**src/lasp_pkg.sv**
```systemverilog
// Shared types and constants for the LED animation stream parser.
// Depends on nothing; the parser, the output stage, the top level and the checker import it.
package lasp_pkg;

  // Kinds of result word.
  typedef enum logic [2:0] {
    KIND_HDR_OK     = 3'd0,
    KIND_HDR_REJECT = 3'd1,
    KIND_PIXEL      = 3'd2,
    KIND_ANIM_END   = 3'd3,
    KIND_TRUNCATED  = 3'd4
  } result_kind_t;

  // Header layout and frame codes.
  localparam int HdrTypeIdx    = 0;
  localparam int HdrVersionIdx = 5;
  localparam int HdrDepthIdx   = 6;
  localparam int HdrWidthHiIdx = 7;
  localparam int HdrWidthLoIdx = 8;
  localparam int HdrHeightHiIdx = 9;
  localparam int HdrHeightLoIdx = 10;
  localparam int HdrLastIdx    = 11;

  localparam logic [7:0] HdrType     = 8'd1;
  localparam logic [7:0] HdrVersion  = 8'd1;
  localparam logic [7:0] FrameType   = 8'd2;
  localparam logic [7:0] DepthMin    = 8'd2;
  localparam logic [7:0] DepthMax    = 8'd16;
  localparam int         MaxPixBytes = 6;

  // One result word as it travels from the parser to the output stage.
  typedef struct packed {
    result_kind_t kind;
    logic [7:0]   pixel_byte;
    logic         frame_first;
    logic         frame_last;
    logic [31:0]  show_time;
    logic [2:0]   pixel_bytes;
    logic [4:0]   colour_bits;
    logic         rewind_request;
  } lasp_result_t;

endpackage

```
**src/lasp_if.sv**
```systemverilog
// Stream interfaces of the LED animation stream parser: input bytes and results.
// Depends on nothing; used by the top level.
interface lasp_byte_if;
  logic       valid;
  logic       ready;
  logic [7:0] data_byte;
  logic       first_byte;
  logic       last_byte;

  modport source (output valid, output data_byte, output first_byte, output last_byte,
                  input ready);
  modport sink   (input valid, input data_byte, input first_byte, input last_byte,
                  output ready);
endinterface

interface lasp_result_if;
  logic        valid;
  logic        ready;
  logic [2:0]  result_kind;
  logic [7:0]  pixel_byte;
  logic        frame_first;
  logic        frame_last;
  logic [31:0] show_time;
  logic [2:0]  pixel_bytes;
  logic [4:0]  colour_bits;
  logic        rewind_request;

  modport source (output valid, output result_kind, output pixel_byte, output frame_first,
                  output frame_last, output show_time, output pixel_bytes,
                  output colour_bits, output rewind_request, input ready);
  modport sink   (input valid, input result_kind, input pixel_byte, input frame_first,
                  input frame_last, input show_time, input pixel_bytes,
                  input colour_bits, input rewind_request, output ready);
endinterface

```
**src/lasp_parser.sv**
```systemverilog
// Parser state and per-byte decode: header check, frame phases, pixel counting.
// Depends on lasp_pkg; produces at most one result word per accepted byte.
module lasp_parser #(
  parameter int MATRIX_WIDTH  = 8,
  parameter int MATRIX_HEIGHT = 8
) (
  input  logic                  clk,
  input  logic                  rst,
  input  logic                  accept,
  input  logic [7:0]            data_byte,
  input  logic                  first_byte,
  input  logic                  last_byte,
  input  logic                  repeat_enable,
  output logic                  res_valid,
  output lasp_pkg::lasp_result_t res
);
  import lasp_pkg::*;

  localparam int FramePixels = MATRIX_WIDTH * MATRIX_HEIGHT;
  localparam int MaxTotal    = MaxPixBytes * FramePixels;
  localparam int CntBits     = $clog2(MaxTotal + 1);
  localparam int CntW        = (CntBits < 4) ? 4 : CntBits;

  typedef enum logic [2:0] {
    PH_HEADER, PH_TYPE, PH_DHI, PH_DLO, PH_PIX, PH_IDLE
  } phase_t;

  phase_t          phase, phase_next;
  logic [CntW-1:0] byte_counter, byte_counter_next;
  logic            header_valid, header_valid_next;
  logic [7:0]      held_high_byte, held_high_byte_next;
  logic [4:0]      colour_depth, colour_depth_next;
  logic [2:0]      bytes_per_pixel, bytes_per_pixel_next;
  logic [15:0]     pending_delay, pending_delay_next;
  logic [31:0]     time_accumulator, time_accumulator_next;

  logic            emit;
  logic            rew;
  result_kind_t    kind;
  logic [7:0]      pix;
  logic            ff;
  logic            fl;
  logic [31:0]     show;
  logic [CntW-1:0] frame_total;
  logic            is_last;

  // Byte decode. A first byte restarts from the cleared state before decoding.
  always_comb begin
    phase_next            = phase;
    byte_counter_next     = byte_counter;
    header_valid_next     = header_valid;
    held_high_byte_next   = held_high_byte;
    colour_depth_next     = colour_depth;
    bytes_per_pixel_next  = bytes_per_pixel;
    pending_delay_next    = pending_delay;
    time_accumulator_next = time_accumulator;
    if (first_byte) begin
      phase_next            = PH_HEADER;
      byte_counter_next     = '0;
      header_valid_next     = 1'b1;
      held_high_byte_next   = '0;
      colour_depth_next     = '0;
      bytes_per_pixel_next  = '0;
      pending_delay_next    = '0;
      time_accumulator_next = '0;
    end
    show        = time_accumulator_next;
    emit        = 1'b0;
    rew         = 1'b0;
    kind        = KIND_HDR_OK;
    pix         = '0;
    ff          = 1'b0;
    fl          = 1'b0;
    frame_total = CntW'(bytes_per_pixel_next) * CntW'(FramePixels);
    is_last     = ({1'b0, byte_counter_next} + (CntW+1)'(1)) >= {1'b0, frame_total};

    case (phase_next)
      PH_HEADER: begin
        if (byte_counter_next == CntW'(HdrTypeIdx) && data_byte != HdrType) begin
          header_valid_next = 1'b0;
        end
        if (byte_counter_next == CntW'(HdrVersionIdx) && data_byte != HdrVersion) begin
          header_valid_next = 1'b0;
        end
        if (byte_counter_next == CntW'(HdrDepthIdx)) begin
          if (data_byte < DepthMin || data_byte > DepthMax) begin
            header_valid_next = 1'b0;
            colour_depth_next = '0;
          end else begin
            colour_depth_next = data_byte[4:0];
          end
        end
        if (byte_counter_next == CntW'(HdrWidthHiIdx) ||
            byte_counter_next == CntW'(HdrHeightHiIdx)) begin
          held_high_byte_next = data_byte;
        end
        if (byte_counter_next == CntW'(HdrWidthLoIdx) &&
            {held_high_byte_next, data_byte} != 16'(MATRIX_WIDTH)) begin
          header_valid_next = 1'b0;
        end
        if (byte_counter_next == CntW'(HdrHeightLoIdx) &&
            {held_high_byte_next, data_byte} != 16'(MATRIX_HEIGHT)) begin
          header_valid_next = 1'b0;
        end
        if (byte_counter_next >= CntW'(HdrLastIdx) && header_valid_next) begin
          // Good header: pick the pixel size from the colour depth.
          if (colour_depth_next > 5'd8) begin
            bytes_per_pixel_next = 3'd6;
          end else if (colour_depth_next > 5'd5) begin
            bytes_per_pixel_next = 3'd3;
          end else if (colour_depth_next > 5'd2) begin
            bytes_per_pixel_next = 3'd2;
          end else begin
            bytes_per_pixel_next = 3'd1;
          end
          emit              = 1'b1;
          kind              = KIND_HDR_OK;
          phase_next        = PH_TYPE;
          byte_counter_next = '0;
          if (last_byte) begin
            phase_next = repeat_enable ? PH_TYPE : PH_IDLE;
            rew        = repeat_enable;
          end
        end else if (byte_counter_next >= CntW'(HdrLastIdx) || last_byte) begin
          header_valid_next    = 1'b0;
          colour_depth_next    = '0;
          bytes_per_pixel_next = '0;
          phase_next           = PH_IDLE;
          byte_counter_next    = '0;
          emit                 = 1'b1;
          kind                 = KIND_HDR_REJECT;
        end else begin
          byte_counter_next = byte_counter_next + CntW'(1);
        end
      end
      PH_TYPE: begin
        if (data_byte != FrameType) begin
          emit = 1'b1;
          kind = KIND_ANIM_END;
        end else if (last_byte) begin
          emit = 1'b1;
          kind = KIND_TRUNCATED;
        end else begin
          phase_next = PH_DHI;
        end
      end
      PH_DHI: begin
        held_high_byte_next = data_byte;
        if (last_byte) begin
          emit = 1'b1;
          kind = KIND_TRUNCATED;
        end else begin
          phase_next = PH_DLO;
        end
      end
      PH_DLO: begin
        pending_delay_next = {held_high_byte_next, data_byte};
        if (last_byte) begin
          emit = 1'b1;
          kind = KIND_TRUNCATED;
        end else begin
          phase_next        = PH_PIX;
          byte_counter_next = '0;
        end
      end
      PH_PIX: begin
        emit = 1'b1;
        if (is_last) begin
          kind                  = KIND_PIXEL;
          pix                   = data_byte;
          ff                    = (byte_counter_next == '0);
          fl                    = 1'b1;
          time_accumulator_next = time_accumulator_next + 32'(pending_delay_next);
          phase_next            = PH_TYPE;
          byte_counter_next     = '0;
          if (last_byte) begin
            phase_next = repeat_enable ? PH_TYPE : PH_IDLE;
            rew        = repeat_enable;
          end
        end else if (last_byte) begin
          kind = KIND_TRUNCATED;
        end else begin
          kind              = KIND_PIXEL;
          pix               = data_byte;
          ff                = (byte_counter_next == '0);
          byte_counter_next = byte_counter_next + CntW'(1);
        end
      end
      default: begin
      end
    endcase

    // End of animation or truncation: replay or go quiet.
    if (kind == KIND_ANIM_END || kind == KIND_TRUNCATED) begin
      phase_next        = repeat_enable ? PH_TYPE : PH_IDLE;
      byte_counter_next = '0;
      rew               = repeat_enable;
    end
  end

  // State advances only on an accepted byte.
  always_ff @(posedge clk) begin
    if (rst) begin
      phase            <= PH_HEADER;
      byte_counter     <= '0;
      header_valid     <= 1'b1;
      held_high_byte   <= '0;
      colour_depth     <= '0;
      bytes_per_pixel  <= '0;
      pending_delay    <= '0;
      time_accumulator <= '0;
    end else if (accept) begin
      phase            <= phase_next;
      byte_counter     <= byte_counter_next;
      header_valid     <= header_valid_next;
      held_high_byte   <= held_high_byte_next;
      colour_depth     <= colour_depth_next;
      bytes_per_pixel  <= bytes_per_pixel_next;
      pending_delay    <= pending_delay_next;
      time_accumulator <= time_accumulator_next;
    end
  end

  // Result word for the output stage.
  assign res_valid          = accept && emit;
  assign res.kind           = kind;
  assign res.pixel_byte     = pix;
  assign res.frame_first    = ff;
  assign res.frame_last     = fl;
  assign res.show_time      = show;
  assign res.pixel_bytes    = bytes_per_pixel_next;
  assign res.colour_bits    = colour_depth_next;
  assign res.rewind_request = rew;

endmodule

```
**src/lasp_out_stage.sv**
```systemverilog
// Output register with a skid register, so the input ready is a flop output.
// Depends on lasp_pkg for the result word.
module lasp_out_stage (
  input  logic                  clk,
  input  logic                  rst,
  input  logic                  push,
  input  lasp_pkg::lasp_result_t push_data,
  output logic                  push_ready,
  output logic                  out_valid,
  input  logic                  out_ready,
  output lasp_pkg::lasp_result_t out_data
);
  import lasp_pkg::*;

  logic         main_valid;
  logic         skid_valid;
  lasp_result_t main_word;
  lasp_result_t skid_word;
  logic         main_load;

  // The main register loads whenever it is empty or its word is taken.
  assign main_load  = !main_valid || out_ready;
  assign push_ready = !skid_valid;
  assign out_valid  = main_valid;
  assign out_data   = main_word;

  // Occupancy.
  always_ff @(posedge clk) begin
    if (rst) begin
      main_valid <= 1'b0;
      skid_valid <= 1'b0;
    end else if (main_load) begin
      main_valid <= skid_valid || push;
      skid_valid <= skid_valid && push;
    end else if (push) begin
      skid_valid <= 1'b1;
    end
  end

  // Payload moves with occupancy; no reset needed.
  always_ff @(posedge clk) begin
    if (main_load) begin
      if (skid_valid) begin
        main_word <= skid_word;
        skid_word <= push_data;
      end else begin
        main_word <= push_data;
      end
    end else if (push) begin
      skid_word <= push_data;
    end
  end

endmodule

```
**src/led_animation_stream_parser.sv**
```systemverilog
// LED animation stream parser, top level. A result word is registered in the output or
// skid register once its byte is accepted. Throughput: one byte per cycle while the output
// stage is ready; the decode is a single pass between the parser state and the output register.
// Reset (rst, synchronous, active high) clears the parser to the header phase,
// sets repeat_enable to 1 and empties the output register and skid register.
module led_animation_stream_parser #(
  parameter int MATRIX_WIDTH  = 8,
  parameter int MATRIX_HEIGHT = 8
) (
  input  logic                 clk,
  input  logic                 rst,
  lasp_byte_if.sink            data,
  lasp_result_if.source        result,
  input  logic                 cfg_write,
  input  logic                 cfg_data
);
  import lasp_pkg::*;

  logic         repeat_enable;
  logic         accept;
  logic         res_valid;
  logic         stage_ready;
  lasp_result_t res_word;
  lasp_result_t out_word;

  // Configuration register.
  always_ff @(posedge clk) begin
    if (rst) begin
      repeat_enable <= 1'b1;
    end else if (cfg_write) begin
      repeat_enable <= cfg_data;
    end
  end

  assign data.ready = stage_ready;
  assign accept     = data.valid && stage_ready;

  lasp_parser #(
    .MATRIX_WIDTH  (MATRIX_WIDTH),
    .MATRIX_HEIGHT (MATRIX_HEIGHT)
  ) u_parser (
    .clk           (clk),
    .rst           (rst),
    .accept        (accept),
    .data_byte     (data.data_byte),
    .first_byte    (data.first_byte),
    .last_byte     (data.last_byte),
    .repeat_enable (repeat_enable),
    .res_valid     (res_valid),
    .res           (res_word)
  );

  lasp_out_stage u_out (
    .clk        (clk),
    .rst        (rst),
    .push       (res_valid),
    .push_data  (res_word),
    .push_ready (stage_ready),
    .out_valid  (result.valid),
    .out_ready  (result.ready),
    .out_data   (out_word)
  );

  // Unpack the result word onto the channel.
  assign result.result_kind    = out_word.kind;
  assign result.pixel_byte     = out_word.pixel_byte;
  assign result.frame_first    = out_word.frame_first;
  assign result.frame_last     = out_word.frame_last;
  assign result.show_time      = out_word.show_time;
  assign result.pixel_bytes    = out_word.pixel_bytes;
  assign result.colour_bits    = out_word.colour_bits;
  assign result.rewind_request = out_word.rewind_request;

endmodule

```
**src/flat_wrapper.sv**
```systemverilog
// flat-port wrapper written by rule: the top's interface ports become plain ports
module led_animation_stream_parser_flat import lasp_pkg::*;
#(
  parameter int MATRIX_WIDTH  = 8,
  parameter int MATRIX_HEIGHT = 8
)
  (clk, rst, cfg_write, cfg_data, data_valid, data_data_byte, data_first_byte, data_last_byte, data_ready, result_valid, result_result_kind, result_pixel_byte, result_frame_first, result_frame_last, result_show_time, result_pixel_bytes, result_colour_bits, result_rewind_request, result_ready);
  lasp_byte_if data_i ();
  lasp_result_if result_i ();
  input  logic clk;
  input  logic rst;
  input  logic cfg_write;
  input  logic cfg_data;
  input wire logic [$bits(data_i.valid)-1:0] data_valid;
  input wire logic [$bits(data_i.data_byte)-1:0] data_data_byte;
  input wire logic [$bits(data_i.first_byte)-1:0] data_first_byte;
  input wire logic [$bits(data_i.last_byte)-1:0] data_last_byte;
  output wire logic [$bits(data_i.ready)-1:0] data_ready;
  output wire logic [$bits(result_i.valid)-1:0] result_valid;
  output wire logic [$bits(result_i.result_kind)-1:0] result_result_kind;
  output wire logic [$bits(result_i.pixel_byte)-1:0] result_pixel_byte;
  output wire logic [$bits(result_i.frame_first)-1:0] result_frame_first;
  output wire logic [$bits(result_i.frame_last)-1:0] result_frame_last;
  output wire logic [$bits(result_i.show_time)-1:0] result_show_time;
  output wire logic [$bits(result_i.pixel_bytes)-1:0] result_pixel_bytes;
  output wire logic [$bits(result_i.colour_bits)-1:0] result_colour_bits;
  output wire logic [$bits(result_i.rewind_request)-1:0] result_rewind_request;
  input wire logic [$bits(result_i.ready)-1:0] result_ready;
  assign data_i.valid = data_valid;
  assign data_i.data_byte = data_data_byte;
  assign data_i.first_byte = data_first_byte;
  assign data_i.last_byte = data_last_byte;
  assign data_ready = data_i.ready;
  assign result_valid = result_i.valid;
  assign result_result_kind = result_i.result_kind;
  assign result_pixel_byte = result_i.pixel_byte;
  assign result_frame_first = result_i.frame_first;
  assign result_frame_last = result_i.frame_last;
  assign result_show_time = result_i.show_time;
  assign result_pixel_bytes = result_i.pixel_bytes;
  assign result_colour_bits = result_i.colour_bits;
  assign result_rewind_request = result_i.rewind_request;
  assign result_i.ready = result_ready;
  led_animation_stream_parser #(.MATRIX_WIDTH(MATRIX_WIDTH), .MATRIX_HEIGHT(MATRIX_HEIGHT)) u_core (.clk(clk), .rst(rst), .data(data_i), .result(result_i), .cfg_write(cfg_write), .cfg_data(cfg_data));
endmodule
```
**config.mk**
```make
export PLATFORM = sky130hd
export DESIGN_NAME = led_animation_stream_parser_flat
export DESIGN_NICKNAME = d
export VERILOG_FILES = /design/src/lasp_pkg.sv /design/src/lasp_if.sv /design/src/lasp_parser.sv /design/src/lasp_out_stage.sv /design/src/led_animation_stream_parser.sv /design/src/flat_wrapper.sv
export SDC_FILE = /design/constraint.sdc
export NUM_CORES = 1
export LEC_CHECK = 0
export BUFFER_PORTS_ARGS = -buffer_cell sky130_fd_sc_hd__buf_4
export CAP_MARGIN = 20
export CORE_ASPECT_RATIO = 0.5
export CORE_UTILIZATION = 35
export DETAILED_ROUTE_END_ITERATION = 16
export GPL_ROUTABILITY_DRIVEN = 0
export HOLD_SLACK_MARGIN = 0.03
export SETUP_SLACK_MARGIN = 0.4
export SLEW_MARGIN = 30
export SYNTH_ARGS = -nofsm -noshare
export SYNTH_HDL_FRONTEND = slang
export SYNTH_SLANG_ARGS = --single-unit
```
**constraint.sdc**
```tcl
create_clock -name clk -period 5.97 [get_ports clk]
set_input_delay 0 -clock clk [delete_from_list [all_inputs] [get_ports clk]]
set_output_delay 0 -clock clk [all_outputs]
set_load 0.02 [all_outputs]
```
# Yosys cells after proc, flatten, opt, wreduce, memory -nomap -nowiden
# Cells that the tools add are included.
# totals
in_bits	16
reg_bits	188
word_cells	159
# classes
n_eq_ne	16
mux	85
addsub	3
order_cmp	7
reduce_logical	21
# ops
op	n
$mux 54	4
$mux 32	3
$mux 9	7
$mux 3	20
$mux 8	6
$mux 5	7
$add 32x16->32	1
$mux 16	2
$mux 1	28
$eq 9x3->1 const B	3
$eq 9x4->1 const B	3
$pmux 9 s3	1
$ne 16x4->1 const B	1
$pmux 8 s2	1
$pmux 3 s5	1
$pmux 3 s4	1
$add 9x1->10 const B	1
$ge 10x9->1	1
$add 9x1->9 const B	1
$eq 3x2->1 const B	3
$ge 9x4->1 const B	1
$logic_not 9->1	1
$gt 8x5->1 const B	1
$logic_and 1x1->1	8
other kinds (18)	26

# Longest topological paths before layout
# depth
depth_word	18
mapped_depth	21
depth_no_buf	14

# Hierarchy
# A second synthesis with hierarchy kept.
# hier_totals
hier_cells	898
hier_area_um2	9636.7
# modules_own_cells
mod	cells_per_inst	instances	area_each_um2
lasp_parser	715	1	5506.5
lasp_out_stage	179	1	4088.9
led_animation_stream_parser	4	1	41.3

# Worst setup path before layout
# Ideal clock, no wire load.
# synth_path
path_type	input port to flip-flop
from	in data_first_byte
to	reg u_core.u_out.skid_word[0] in the netlist's numbering (enable)
path_stages	13
setup_time_ps	540
setup_slack_ps	-436
arrival_ps	5866
path_cell_list	clkbuf_1 > clkbuf_1 > clkbuf_1 > clkbuf_1 > nor2b_1 > ha_1 > clkbuf_2 > a211o_1 > a211oi_1 > o22ai_1 > o21bai_1 > o31ai_1 > o21ai_0
# synth_between
elab_chain_len	16
elab_cells_between_ends	41
classes_between	order compare: 1; eq/ne: 11; mux: 16; reduce/logical: 13
# synth_lines
item	line	source
from (decl)	flat_wrapper.sv:16	input wire logic [$bits(data_i.first_byte)-1:0] data_first_byte;
$mux 9	lasp_parser.sv:57	if (first_byte) begin
$eq 9x3->1 (tied with other cells)	lasp_parser.sv:93	if (byte_counter_next == CntW'(HdrWidthHiIdx) ||
$logic_or 1x1->1 or $logic_and 1x1->1 (tied branches)	lasp_parser.sv:93, lasp_parser.sv:79	
$mux 8 or $mux 1 (tied branches)	lasp_parser.sv:93, lasp_parser.sv:79	
$mux 8 or $mux 1 (tied branches)	lasp_parser.sv:77, lasp_parser.sv:82	
$ne 16x4->1 or $mux 1 (tied branches)	lasp_parser.sv:98, lasp_parser.sv:102, lasp_parser.sv:86	
$logic_and 1x1->1 or $mux 1 (tied branches)	lasp_parser.sv:97, lasp_parser.sv:85	
$mux 1	lasp_parser.sv:97	if (byte_counter_next == CntW'(HdrWidthLoIdx) &&
$mux 1	lasp_parser.sv:101	if (byte_counter_next == CntW'(HdrHeightLoIdx) &&
$mux 1	lasp_parser.sv:77	case (phase_next)
$logic_and 1x1->1	lasp_parser.sv:105	if (byte_counter_next >= CntW'(HdrLastIdx) && header_valid_next) begin
$mux 1	lasp_parser.sv:105	
$pmux 1 s4 *	lasp_parser.sv:77	
$logic_and 1x1->1 *	lasp_parser.sv:225	assign res_valid = accept && emit;
$reduce_bool 2->1 (no line) *	-	
$reduce_and 2->1 (no line) *	-	
to (signal assigned)	lasp_out_stage.sv:45	skid_word <= push_data;
to (signal assigned)	lasp_out_stage.sv:50	skid_word <= push_data;
to (decl)	lasp_out_stage.sv:18	lasp_result_t skid_word;
# Mark *: on every way between the ends. The rest lies on a longest branch, timed or not. The select of a mux whose other input is x is not followed.
# A chain may end at the register's enable or synchronous reset.

# Final worst setup path
# layout_path
from	reg u_core.u_parser.byte_counter[1]
to	reg u_core.u_parser.time_accumulator[24]
# layout_between
elab_chain_len	5
# layout_lines
item	line	source
from (decl)	lasp_parser.sv:29	logic [CntW-1:0] byte_counter, byte_counter_next;
from (signal assigned)	lasp_parser.sv:214	byte_counter <= byte_counter_next;
$mux 9	lasp_parser.sv:57	
$add 9x1->10	lasp_parser.sv:75	is_last = ({1'b0, byte_counter_next} + (CntW+1)'(1)) >= {1'b0, frame_total};
$ge 10x9->1	lasp_parser.sv:75	
$mux 32	lasp_parser.sv:168	if (is_last) begin
$mux 32	lasp_parser.sv:77	
to (signal assigned)	lasp_parser.sv:220	time_accumulator <= time_accumulator_next;
to (decl)	lasp_parser.sv:35	logic [31:0] time_accumulator, time_accumulator_next;
# Every way passes these cells.

==> results.json <==
{
  "max-vdd-ir-drop_mv": 0.207,
  "wl_per_cell_um": 17.5,
  "status": "completed",
  "placed_cell_area_mm2": 0.0104,
  "finalSetupTns_ns": 0,
  "cts_tree": "done",
  "insertion_delay_ns": 0.44,
  "die_w_um": 235,
  "dieHeight_um": 119,
  "drv_slew": 0,
  "grt.total_usage": 0.173,
  "synth_area_mm2": 0.00953,
  "synth_warnings": 0,
  "syn_nets": 954,
  "initial_utilization": 0.358,
  "fin_hold_ws_ns": 0.0901,
  "critPathLaunchType": "register",
  "dp_hpwl_um": 15800,
  "fin_crit_sh": 0.718,
  "synth_cells": 913,
  "hold_viol_final": 0,
  "dp_cells": 1290,
  "via_per_inst": 5.43,
  "cts_setup_buffers": 0,
  "fmax_ghz": 0.233,
  "die-area_mm2": 0.0279,
  "layout_min_cycle_time_ns": 4.29,
  "final_common_cell": "edfxtp_1",
  "path_class": "register to register",
  "synth_seq_cells": 188,
  "cts_root_buf": "clkbuf_16",
  "synth_edf_count": 108,
  "holdPathStages": 2,
  "async_reset_ff_frac": 0,
  "relSlewSlack": 0.372,
  "crit_start": "u_core.u_parser.byte_counter[1]",
  "cts.sink_count": 188,
  "antenna_found_initial": 0,
  "multi_input_area_mm2": 0.00444,
  "numCtsBuffers": 17,
  "rows": 42,
  "crit_arrival_ns": 4.62,
  "ys_seq_area_frac": 0.509,
  "core_mm2": 0.0266,
  "power.leakage_uw": 0.00423,
  "end_kind": "register",
  "syn-mean-instance-area_um2": 10.4,
  "cp_max_fo": 13,
  "io_buffers": 71,
  "cts_hold_buf": 10,
  "cp.required_ns": 6.30,
  "seqCellArea_mm2": 0.00484,
  "rr_startpoint": "u_core.u_parser.byte_counter[1]",
  "first_pass_iters": 6,
  "reg2reg_depth": 14,
  "grt_max_degree": 67,
  "clock_path_buffers": 2,
  "drive_above_1_share": 0.183,
  "skew_ns": 0.00865,
  "hold_class": "input pin to register",
  "drc": 0,
  "drt_iter0_markers": 652,
  "final_cells": 1333,
  "ctsResizeCount": 0,
  "p_total_uw": 2710,
  "maxCapViolations": 0,
  "grt_pass1_wl_um": 38000,
  "wl_um": 23300,
  "fin_area_mm2": 0.0110,
  "power_per_cell_area_mw_per_mm2": 245,
  "rsz0062_at_grt": "no",
  "synth_cell_type_count": 76,
  "grt_pass1_vias": 7109,
  "fillers": 2574,
  "ant_nets": 0,
  "dr_total_vias": 7236,
  "final_cell_mix": "edfxtp_1, nor2_1, dfxtp_1",
  "syn2layout_area_growth_pct": 16.0,
  "grt.overflow.total": 0,
  "worst_slew_pin_slew_ns": 0.933,
  "ys.flop_type": "edfxtp_1",
  "setup_viol": 0,
  "io_pins": 72,
  "n_antenna_cell": 0,
  "holdCritStartpoint": "rst",
  "nets": 1009,
  "clk_pin_slew_worst_paths_ns": 0.07,
  "h-tree-depth": 4
}
-- state kept, by name (all words and copies together) (netlist names) --
| name | flops |
|---|---|
| u_core.u_parser.byte_counter | 9 |
| u_core.repeat_enable | 1 |
| u_core.u_parser.held_high_byte | 8 |
| u_core.u_out.out_valid | 1 |
| u_core.u_parser.colour_depth | 5 |
| u_core.u_parser.phase | 3 |
| u_core.u_parser.bytes_per_pixel | 3 |
| u_core.u_parser.time_accumulator | 32 |
| u_core.u_parser.pending_delay | 16 |
| u_core.u_parser.header_valid | 1 |
| u_core.u_out.skid_word | 54 |
| u_core.u_out.out_data | 54 |
| u_core.u_out.skid_valid | 1 |
-- layout make-up --
| class | instances | share of cell area |
|---|---|---|
| inverters | 20 | 0.00680 |
| repair buffers | 88 | 0.0639 |
| clock buffers | 22 | 0.0411 |
| clock inverters | 10 | 0.00827 |
| well taps | 352 | 0.0399 |
| multi-input cells | 653 | 0.402 |
| flip-flops and latches | 188 | 0.439 |
-- cell usage after synthesis, types with 11 or more instances --
cell	number	area share
edfxtp_1	108	0.34
nor2_1	80	0.032
nand2_1	64	0.025
a22oi_1	27	0.021
a21oi_1	33	0.017
and2_1	16	0.011
o21ai_0	43	0.023
nand2b_1	23	0.015
mux2_2	50	0.059
nor2b_1	53	0.035
ha_1	24	0.032
dfxtp_1	80	0.17
xnor2_1	11	0.010
inv_1	20	0.0079
and3_1	13	0.0085
nor3_1	21	0.011
nand3_1	17	0.0089
clkbuf_1	44	0.017
-- cell families (layout without fill, tap and decap cells) --
group	count (synthesis)	in the layout	share of synthesized area
DFF	188	188	0.509
buffers and inverters	72	140	0.0290
adders and majority gates	25	25	0.0336
AOI/OAI and AO/OA	214	214	0.158
and+or+nand+nor	335	335	0.184
muxes	60	60	0.0701
xor gates and xnor gates	19	19	0.0175
-- worst paths after layout --
path | to | slack, ns
max | u_core.u_parser.time_accumulator[24] | 1.68
min | u_core.u_parser.held_high_byte[1] | 0.09
max reg2reg | u_core.u_parser.time_accumulator[24] | 1.68
min reg2reg | u_core.u_parser.time_accumulator[13] | 0.45
-- report_power, final --
part	internal, uW	switching [uW]
registers	1400	16.7
logic	72.8	138
clock network	586	497
total	2060	651
-- critical path, stage by stage (launching register included) --
cell       delay [ns]
dfxtp_1          0.41
nor2b_2          0.29
ha_1             0.40
nand3_1          0.20
nor3_1           0.23
xnor2_1          0.15
nor2_1           0.08
ha_1             0.33
nand4_1          0.08
a211oi_1         0.19
o2111ai_1        0.27
a21oi_2          0.58
o211a_1          0.50
nand4_1          0.16
mux2_2           0.30
-- routing by layer --
| metal | global-route usage | vias up | part of all wire | routed length (um) |
|---|---|---|---|---|
| li1 | - | 3514 | - | - |
| met4 | 0.0707 | 0 | 0.023 | 537 |
| met2 | 0.262 | 201 | 0.44 | 10400 |
| met3 | 0.0348 | 38 | 0.044 | 1030 |
| met5 | 0 | - | 0 | 0 |
| met1 | 0.241 | 3483 | 0.49 | 11400 |
-- per-stage QoR --
step / utilization / setup WS [ns]
5_1_grt: 0.415 / 1.31
3_5_place_dp: 0.390 / 1.44
2_1_floorplan: - / 1.16
4_1_cts: 0.414 / 1.43
3_3_place_gp: 0.390 / 1.71
6_report: 0.415 / 1.68
No activity file was read; power rests on OpenSTA's default activity.
